--- config.mk ---
export PLATFORM = sky130hd
export DESIGN_NAME = elevator_group_controller_flat
export DESIGN_NICKNAME = d
export VERILOG_FILES = /design/src/sv/egc_pkg.sv /design/src/sv/egc_channels.sv /design/src/sv/egc_car_unit.sv /design/src/sv/elevator_group_controller.sv /design/src/flat_wrapper.sv
export SDC_FILE = /design/constraint.sdc
export NUM_CORES = 1
export LEC_CHECK = 0
export BUFFER_PORTS_ARGS = -buffer_cell sky130_fd_sc_hd__buf_2
export CORE_MARGIN = 2
export CORE_UTILIZATION = 45
export DETAILED_ROUTE_END_ITERATION = 10
export GPL_ROUTABILITY_DRIVEN = 0
export HOLD_SLACK_MARGIN = 0.05
export SKIP_CTS_REPAIR_TIMING = 1
export SYNTH_ARGS = -nofsm -noshare
export SYNTH_HDL_FRONTEND = slang
export SYNTH_SLANG_ARGS = --single-unit
--- constraint.sdc ---
create_clock -name clk -period 17.3 [get_ports clk]
set_clock_uncertainty 0.15 [all_clocks]
set_input_delay 0 -clock clk [delete_from_list [all_inputs] [get_ports clk]]
set_output_delay 0 -clock clk [all_outputs]
set_load 0.1 [all_outputs]
--- src/sv/egc_pkg.sv ---
// Shared types and constants for the elevator group controller.
// No dependencies; every other file uses this package.
package egc_pkg;

  localparam int DEF_NUM_CARS   = 4;
  localparam int DEF_NUM_FLOORS = 16;

  // Fixed widths of the channel fields
  localparam int REQ_FLOOR_W = 4;
  localparam int IDX_W       = 2;
  localparam int CODE_W      = 2;

  localparam logic KIND_ASSIGN = 1'b0;
  localparam logic KIND_STATUS = 1'b1;
  localparam logic REQ_CALL    = 1'b0;
  localparam logic REQ_TICK    = 1'b1;

  typedef enum logic [CODE_W-1:0] {
    HEAD_UP   = 2'd0,
    HEAD_DOWN = 2'd1,
    HEAD_IDLE = 2'd2
  } heading_t;

  typedef enum logic [CODE_W-1:0] {
    MOT_IDLE    = 2'd0,
    MOT_MOVING  = 2'd1,
    MOT_STOPPED = 2'd2
  } motion_t;

  typedef struct packed {
    heading_t heading;
    motion_t  motion;
  } car_mode_t;

  typedef struct packed {
    car_mode_t mode;
    logic      arrived;
  } car_status_t;

  typedef enum logic [1:0] {
    OP_HOLD,
    OP_QUEUE,
    OP_STEP
  } car_op_t;

  typedef enum logic [1:0] {
    ST_IDLE,
    ST_SCORE,
    ST_QUEUE,
    ST_STEP
  } ctrl_state_t;

endpackage

--- src/sv/egc_channels.sv ---
// Valid/ready channel interfaces for request and status beats.
// Depends on egc_pkg for field widths.
interface egc_cmd_if;
  logic                          valid;
  logic                          ready;
  logic                          req_type;
  logic [egc_pkg::REQ_FLOOR_W-1:0] request_floor;

  modport source (output valid, req_type, request_floor, input ready);
  modport sink   (input valid, req_type, request_floor, output ready);
endinterface

interface egc_status_if;
  logic                          valid;
  logic                          ready;
  logic                          result_kind;
  logic [egc_pkg::IDX_W-1:0]       car_index;
  logic [egc_pkg::REQ_FLOOR_W-1:0] car_floor_now;
  logic [egc_pkg::CODE_W-1:0]      car_motion;
  logic [egc_pkg::CODE_W-1:0]      car_heading;
  logic                          arrived;
  logic                          last_result;

  modport source (output valid, result_kind, car_index, car_floor_now, car_motion,
                  car_heading, arrived, last_result, input ready);
  modport sink   (input valid, result_kind, car_index, car_floor_now, car_motion,
                  car_heading, arrived, last_result, output ready);
endinterface

--- src/sv/egc_car_unit.sv ---
// Shared per-car unit: dispatch score, stop queueing and one SCAN step.
// Depends on egc_pkg; used once by the top level, one car per cycle unless the status sink stalls.
module egc_car_unit #(
  parameter int NUM_FLOORS = egc_pkg::DEF_NUM_FLOORS
) (
  input  egc_pkg::car_op_t                  op,
  input  logic [$clog2(NUM_FLOORS)-1:0]     req,
  input  logic [$clog2(NUM_FLOORS)-1:0]     floor,
  input  logic [NUM_FLOORS-1:0]             up,
  input  logic [NUM_FLOORS-1:0]             down,
  input  egc_pkg::car_mode_t                mode,
  output logic [$clog2(NUM_FLOORS):0]       score,
  output logic [$clog2(NUM_FLOORS)-1:0]     floor_next,
  output logic [NUM_FLOORS-1:0]             up_next,
  output logic [NUM_FLOORS-1:0]             down_next,
  output egc_pkg::car_status_t              status
);
  import egc_pkg::*;

  localparam int FW = $clog2(NUM_FLOORS);
  localparam logic [FW-1:0] TOP = FW'(NUM_FLOORS - 1);

  logic                  idle;
  logic [FW-1:0]         gap;
  logic [NUM_FLOORS-1:0] fbit, rbit, below, above;
  logic                  at_up, at_down;

  assign idle = (mode.heading != HEAD_UP) && (mode.heading != HEAD_DOWN) &&
                (up == '0) && (down == '0);
  assign gap   = (floor > req) ? floor - req : req - floor;
  // busy cars count double
  assign score = idle ? {1'b0, gap} : {gap, 1'b0};

  assign fbit  = NUM_FLOORS'(1) << floor;
  assign rbit  = NUM_FLOORS'(1) << req;
  assign below = fbit - NUM_FLOORS'(1);
  assign above = ~(below | fbit);
  // nearest stop in the travel direction sits at this floor
  assign at_up   = ((up & fbit) != '0) && ((up & below) == '0);
  assign at_down = ((down & fbit) != '0) && ((down & above) == '0);

  always_comb begin
    floor_next     = floor;
    up_next        = up;
    down_next      = down;
    status.mode    = mode;
    status.arrived = 1'b0;
    case (op)
      OP_QUEUE: begin
        if (req > floor) begin
          up_next = up | rbit;
          if (mode.heading != HEAD_UP && mode.heading != HEAD_DOWN)
            status.mode.heading = HEAD_UP;
        end else if (req < floor) begin
          down_next = down | rbit;
          if (mode.heading != HEAD_UP && mode.heading != HEAD_DOWN)
            status.mode.heading = HEAD_DOWN;
        end
      end
      OP_STEP: begin
        case (mode.heading)
          HEAD_UP: begin
            if (up == '0) begin
              status.mode.heading = (down != '0) ? HEAD_DOWN : HEAD_IDLE;
              status.mode.motion  = (down != '0) ? MOT_MOVING : MOT_IDLE;
            end else if (at_up) begin
              up_next            = up & ~fbit;
              status.mode.motion = MOT_STOPPED;
              status.arrived     = 1'b1;
            end else begin
              status.mode.motion = MOT_MOVING;
              if (floor < TOP) floor_next = floor + FW'(1);
            end
          end
          HEAD_DOWN: begin
            if (down == '0) begin
              status.mode.heading = (up != '0) ? HEAD_UP : HEAD_IDLE;
              status.mode.motion  = (up != '0) ? MOT_MOVING : MOT_IDLE;
            end else if (at_down) begin
              down_next          = down & ~fbit;
              status.mode.motion = MOT_STOPPED;
              status.arrived     = 1'b1;
            end else begin
              status.mode.motion = MOT_MOVING;
              if (floor != '0) floor_next = floor - FW'(1);
            end
          end
          default: status.mode.motion = MOT_IDLE;
        endcase
      end
      default: ;
    endcase
  end

endmodule

--- src/sv/elevator_group_controller.sv ---
// A call beat makes one scoring pass per car through the shared car unit, then
// queues the stop on the winner and loads the answer; a tick beat makes one SCAN
// step and one status beat per car. After either, the block returns to idle,
// where the next request is taken. Both are held up while the status sink holds
// ready low. The block takes no new request while it works, but a finished beat
// may wait in the output register.
// Depends on egc_pkg, egc_channels and egc_car_unit.
module elevator_group_controller #(
  parameter int NUM_CARS   = egc_pkg::DEF_NUM_CARS,
  parameter int NUM_FLOORS = egc_pkg::DEF_NUM_FLOORS
) (
  input  logic                clk,
  input  logic                rst,
  egc_cmd_if.sink             cmd,
  egc_status_if.source        status
);
  import egc_pkg::*;

  localparam int FW = $clog2(NUM_FLOORS);
  localparam int CW = (NUM_CARS > 1) ? $clog2(NUM_CARS) : 1;
  localparam logic [CW-1:0] LAST_CAR = CW'(NUM_CARS - 1);
  localparam logic [6:0]    TOP_WIDE = 7'(NUM_FLOORS - 1);

  // car state
  logic [FW-1:0]         car_floor [NUM_CARS];
  logic [NUM_FLOORS-1:0] car_up    [NUM_CARS];
  logic [NUM_FLOORS-1:0] car_down  [NUM_CARS];
  car_mode_t             car_mode  [NUM_CARS];

  ctrl_state_t   state, state_next;
  logic [CW-1:0] cnt, best, sel;
  logic [FW:0]   best_score;
  logic [FW-1:0] req;
  logic [6:0]    req_wide;

  car_op_t         op;
  logic            wr;
  logic            out_free;
  logic [FW:0]     score;
  logic [FW-1:0]   floor_next;
  logic [NUM_FLOORS-1:0] up_next, down_next;
  car_status_t     unit_st;

  // output register
  logic          out_valid;
  logic          out_kind;
  logic [CW-1:0] out_idx;
  logic [FW-1:0] out_floor;
  car_mode_t     out_mode;
  logic          out_arrived;
  logic          out_last;

  assign out_free = !out_valid || status.ready;
  assign req_wide = 7'(cmd.request_floor);

  egc_car_unit #(.NUM_FLOORS(NUM_FLOORS)) u_unit (
    .op         (op),
    .req        (req),
    .floor      (car_floor[sel]),
    .up         (car_up[sel]),
    .down       (car_down[sel]),
    .mode       (car_mode[sel]),
    .score      (score),
    .floor_next (floor_next),
    .up_next    (up_next),
    .down_next  (down_next),
    .status     (unit_st)
  );

  always_comb begin
    state_next = state;
    case (state)
      ST_IDLE: begin
        if (cmd.valid) state_next = (cmd.req_type == REQ_TICK) ? ST_STEP : ST_SCORE;
      end
      ST_SCORE: if (cnt == LAST_CAR) state_next = ST_QUEUE;
      ST_QUEUE: if (out_free) state_next = ST_IDLE;
      ST_STEP:  if (out_free && cnt == LAST_CAR) state_next = ST_IDLE;
      default:  state_next = ST_IDLE;
    endcase
  end

  always_comb begin
    cmd.ready = 1'b0;
    op        = OP_HOLD;
    wr        = 1'b0;
    sel       = cnt;
    case (state)
      ST_IDLE:  cmd.ready = 1'b1;
      ST_QUEUE: begin
        op  = OP_QUEUE;
        sel = best;
        wr  = out_free;
      end
      ST_STEP: begin
        op = OP_STEP;
        wr = out_free;
      end
      default: ;
    endcase
  end

  always_ff @(posedge clk) begin
    if (rst) begin
      state     <= ST_IDLE;
      cnt       <= '0;
      out_valid <= 1'b0;
      for (int c = 0; c < NUM_CARS; c++) begin
        car_floor[c] <= '0;
        car_up[c]    <= '0;
        car_down[c]  <= '0;
        car_mode[c]  <= '{heading: HEAD_IDLE, motion: MOT_IDLE};
      end
    end else begin
      state <= state_next;
      case (state)
        ST_IDLE: begin
          cnt <= '0;
          if (cmd.valid) begin
            // clamp floors beyond the top
            req <= (req_wide > TOP_WIDE) ? FW'(TOP_WIDE) : FW'(req_wide);
          end
        end
        ST_SCORE: begin
          if (cnt == '0 || score < best_score) begin
            best_score <= score;
            best       <= cnt;
          end
          cnt <= cnt + CW'(1);
        end
        ST_STEP: if (out_free) cnt <= cnt + CW'(1);
        default: ;
      endcase
      if (wr) begin
        car_floor[sel] <= floor_next;
        car_up[sel]    <= up_next;
        car_down[sel]  <= down_next;
        car_mode[sel]  <= unit_st.mode;
        out_valid      <= 1'b1;
        out_idx        <= sel;
        out_mode       <= unit_st.mode;
        out_arrived    <= unit_st.arrived;
        if (state == ST_QUEUE) begin
          out_kind  <= KIND_ASSIGN;
          out_floor <= req;
          out_last  <= 1'b1;
        end else begin
          out_kind  <= KIND_STATUS;
          out_floor <= floor_next;
          out_last  <= (cnt == LAST_CAR);
        end
      end else if (status.ready) begin
        out_valid <= 1'b0;
      end
    end
  end

  assign status.valid         = out_valid;
  assign status.result_kind   = out_kind;
  assign status.car_index     = IDX_W'(out_idx);
  assign status.car_floor_now = REQ_FLOOR_W'(out_floor);
  assign status.car_motion    = out_mode.motion;
  assign status.car_heading   = out_mode.heading;
  assign status.arrived       = out_arrived;
  assign status.last_result   = out_last;

endmodule

--- src/flat_wrapper.sv ---
// flat-port wrapper written by rule: the top's interface ports become plain ports
module elevator_group_controller_flat import egc_pkg::*;
#(
  parameter int NUM_CARS   = egc_pkg::DEF_NUM_CARS,
  parameter int NUM_FLOORS = egc_pkg::DEF_NUM_FLOORS
)
  (clk, rst, cmd_valid, cmd_req_type, cmd_request_floor, cmd_ready, status_valid, status_result_kind, status_car_index, status_car_floor_now, status_car_motion, status_car_heading, status_arrived, status_last_result, status_ready);
  egc_cmd_if cmd_i ();
  egc_status_if status_i ();
  input  logic clk;
  input  logic rst;
  input wire logic [$bits(cmd_i.valid)-1:0] cmd_valid;
  input wire logic [$bits(cmd_i.req_type)-1:0] cmd_req_type;
  input wire logic [$bits(cmd_i.request_floor)-1:0] cmd_request_floor;
  output wire logic [$bits(cmd_i.ready)-1:0] cmd_ready;
  output wire logic [$bits(status_i.valid)-1:0] status_valid;
  output wire logic [$bits(status_i.result_kind)-1:0] status_result_kind;
  output wire logic [$bits(status_i.car_index)-1:0] status_car_index;
  output wire logic [$bits(status_i.car_floor_now)-1:0] status_car_floor_now;
  output wire logic [$bits(status_i.car_motion)-1:0] status_car_motion;
  output wire logic [$bits(status_i.car_heading)-1:0] status_car_heading;
  output wire logic [$bits(status_i.arrived)-1:0] status_arrived;
  output wire logic [$bits(status_i.last_result)-1:0] status_last_result;
  input wire logic [$bits(status_i.ready)-1:0] status_ready;
  assign cmd_i.valid = cmd_valid;
  assign cmd_i.req_type = cmd_req_type;
  assign cmd_i.request_floor = cmd_request_floor;
  assign cmd_ready = cmd_i.ready;
  assign status_valid = status_i.valid;
  assign status_result_kind = status_i.result_kind;
  assign status_car_index = status_i.car_index;
  assign status_car_floor_now = status_i.car_floor_now;
  assign status_car_motion = status_i.car_motion;
  assign status_car_heading = status_i.car_heading;
  assign status_arrived = status_i.arrived;
  assign status_last_result = status_i.last_result;
  assign status_i.ready = status_ready;
  elevator_group_controller #(.NUM_CARS(NUM_CARS), .NUM_FLOORS(NUM_FLOORS)) u_core (.clk(clk), .rst(rst), .cmd(cmd_i), .status(status_i));
endmodule
==> out/qor.csv <==
stage,metric,value,unit
placed_design,DP HPWL,20.65,mm
worst_setup_path,Worst setup SP type,register,
timing,post-route setup TNS,0,ns
min_path,Hold Crit Class,in -> reg,
power_and_ir_drop,peak supply drop,0.00005591,V
synth,yosys warns,0,
clock_network,clock sink total,189,
synth,Gate Count Post-Synth,996,
floorplanning,total die area,0.02486,mm²
grt,Total GRT Usage,0.2542,
worst_setup_path,worst r2r path cells,24,
routing,Routed WL per cell,22.92,µm
floorplanning,die width,157.7,µm
synth,synthesized cell area,0.01063,mm²
synth,ys async rst share,0,
floorplanning,row cnt,56,
routing,final wirelength,30.66,mm
synth,main flop type after synthesis,edfxtp_1,
synth,"area leader, netlist",edfxtp_1,
min_path,HP Start,cmd_request_floor[1],
worst_setup_path,"Req. time, crit path",17.33,ns
floorplanning,Initial Utilization,0.4555,
timing,Final Worst Setup Slack,9.211,ns
grt,largest net degree at the start of global routing,48,
synth,Synth area leaders,"edfxtp_1, mux2i_1, nor2_1",
cells_and_area,post-route cell area,0.01171,mm²
clock_network,CTS Buf Count,17,
timing,Max Transition Viols Final,0,
routing,Initial DRC Count,928,
worst_setup_path,WP data arrival,8.11,ns
floorplanning,Core ar.,0.02333,mm²
timing,RSZ-0062 raised after global routing,false,
timing,achievable clock frequency,123.6,MHz
clock_network,"Reg clk slew, reported paths",0.08,ns
worst_setup_path,"reg-to-reg slack, setup",9.21,ns
worst_setup_path,Setup crit end kind,register,
clock_network,Max H-tree Level,4,
cells_and_area,P&R area growth vs syn,10.14,%
timing,post-layout min period,8.089,ns
job,max-cap violations,0,
placed_design,"worst slack, placed",9.483,ns
cells_and_area,"Net count, final",1049,
worst_setup_path,reg2reg end,u_core.car_up[1][9]$_SDFFCE_PN0P_,
synth,most common cell in the netlist,edfxtp_1,
worst_setup_path,crit path max fanout,40,
power_and_ir_drop,Power Dens Cells,100.4,mW/mm²
routing,Residual DRC,0,
synth,"Seq/Total Area, Yosys",0.5293,
outcome,outcome,finished clean,
routing,ANT nets after route,0,
floorplanning,die height,157.7,µm
min_path,WHS Endpoint,u_core.req[1]$_DFFE_PP_,
clock_network,CTS root buf,clkbuf_16,
placed_design,placed inst area,0.01103,mm²
synth,Commonest cells post-synth,"edfxtp_1, nor2_1, nand2_1",
routing,DR vias,8158,
grt,vias in the first global route,7849,
synth,share of the synthesized area in the top cell type,0.5199,
timing,# setup viols final,0,
cells_and_area,n_diodes,0,
floorplanning,# IOs,24,
clock_network,TritonCTS clock tree,done,
timing,final worst-path cycle share,0.4675,
placed_design,I/O Buffers,23,
min_path,Worst Hold Depth,2,
clock_network,clk_lat worst skew,0.45,ns
synth,Syn Area/Cell,10.67,µm²
synth,syn nets,1039,
grt,grt ovf,0,
timing,final hold vios,0,
grt,global-route wire length before repair,47.06,mm
power_and_ir_drop,leakage,4.446,nW
synth,Yosys cell types,70,
routing,DR pass1 iterations,6,
timing,Worst Tran Pin Value,1.133,ns
worst_setup_path,crit path kind,reg -> reg,
routing,routed vias/inst,6.097,
synth,number of synthesized flops with an enable pin,184,
synth,synthesized flop and latch total,189,
worst_setup_path,worst flop-to-flop path startpoint,u_core.state[1]$_SDFFE_PP0P_,
timing,Rel. slew slack,0.2401,
clock_network,Max Root-Sink Buffers,2,
cells_and_area,layout cells sized above 1,0.1119,
grt,initial antenna violation count,0,
[through the flow]
step	total power [mW]	instances	hold slack, ns	utilization
global route	1.215	1338	0.1236	0.5017
floorplan	0.7154	996	-0.05113	-
CTS	1.173	1329	-0.4384	0.4978
global placement	0.7855	1297	0.02871	0.4729
detailed placement	0.7851	1297	0.02863	0.4729
finish	1.176	1338	0.1087	0.5017
[registers in the layout (all words and copies together) (netlist names), 2 cells and up]
register	flops
u_core.car_mode	16
u_core.car_down	64
u_core.car_up	64
u_core.status.car_heading	2
u_core.cnt	2
u_core.best	2
u_core.status.car_floor_now	4
u_core.req	4
u_core.status.car_index	2
u_core.best_score	5
u_core.state	2
u_core.car_floor	16
u_core.status.car_motion	2
[worst max-delay path, cell delays in order (launching register included)]
cell	delay [ns]
dfxtp_1	0.34
buf_4	0.34
and3b_1	0.32
a21oi_4	0.04
buf_4	0.27
inv_2	0.27
buf_4	0.41
mux4_2	0.68
inv_1	0.30
ha_1	0.54
inv_1	0.16
nor2_1	0.32
nand2_1	0.28
ha_1	0.30
nand3_1	0.11
or3_1	0.16
nand3b_1	0.12
ha_1	0.23
a222oi_1	0.32
nand2_1	0.09
or4_1	0.50
a211oi_1	0.90
nand2_1	0.13
a21oi_1	0.39
nor2_1	0.10
[how the worst max path moves through the flow]
stage | from | end | cells after the start
after global routing | u_core.state[1]$_SDFFE_PP0P_ | u_core.car_up[2][11]$_SDFFCE_PN0P_ | 24
after global placement | u_core.state[1]$_SDFFE_PP0P_ | u_core.car_up[3][15]$_DFFE_PP_ | 24
final | u_core.state[1]$_SDFFE_PP0P_ | u_core.car_up[1][9]$_SDFFCE_PN0P_ | 24
after detailed placement | u_core.state[1]$_SDFFE_PP0P_ | u_core.car_up[3][8]$_DFFE_PP_ | 24
after floorplan | u_core.state[0]$_SDFFE_PP0P_ | u_core.car_up[3][0]$_DFFE_PP_ | 28
after CTS | u_core.state[1]$_SDFFE_PP0P_ | u_core.car_up[1][9]$_SDFFCE_PN0P_ | 24
[area by class of cell]
cell class,count,area [µm²]
inverter,53,198.9
timing repair buffer,48,325.3
tap,319,399.1
multi-input combinational,697,4576
clock inverter,15,155.1
clock buffer,17,425.4
sequential,189,5625
fill,2123,11630
[layer usage]
metal	track usage	routed length, µm
met1	0.3570	13630
met2	0.3950	13880
met3	0.05475	2343
met4	0.07922	807
met5	0	0
[logic make-up after synthesis]
group / after synthesis / share of synthesized area
simple gates: 382 / 0.1672
compound gates: 196 / 0.1223
flops: 189 / 0.5293
buf+inv: 110 / 0.04227
mux: 83 / 0.09583
fa+ha+maj: 34 / 0.04144
xor+xnor: 2 / 0.001649
[power by group]
part	switching (mW)	leakage, nW	internal [mW]
Combinational	0.168	2.27	0.0793
Clock	0.189	0.278	0.204
Sequential	0.00846	1.90	0.528
Total	0.365	4.45	0.811
[cells in the final DEF (no fill, tap or decap), drive strengths merged, types with 3 or more instances in the layout]
cell and n:
and3 14, edfxtp 184, a21oi 51, o21ai 52
buf 39, a211oi 9, a31oi 5, mux4 14
o311ai 3, ha 32, nor4 8, clkbuf 17
dlygate4sd3 9, clkinv 7, nand2b 11, nor3b 5
a221oi 4, or2 8, o22ai 5, nor2b 8
nand3b 4, nand4 9, nand2 75, o21a 3
o221ai 7, a222oi 5, a211o 3, mux2 10
nor2 152, nand3 34, o211ai 12, nor3 28
or3 7, a22oi 10, and2 13, mux2i 59
a21o 4, o2111ai 3, inv 58, dfxtp 5
No activity file was read; power rests on OpenSTA's default activity.
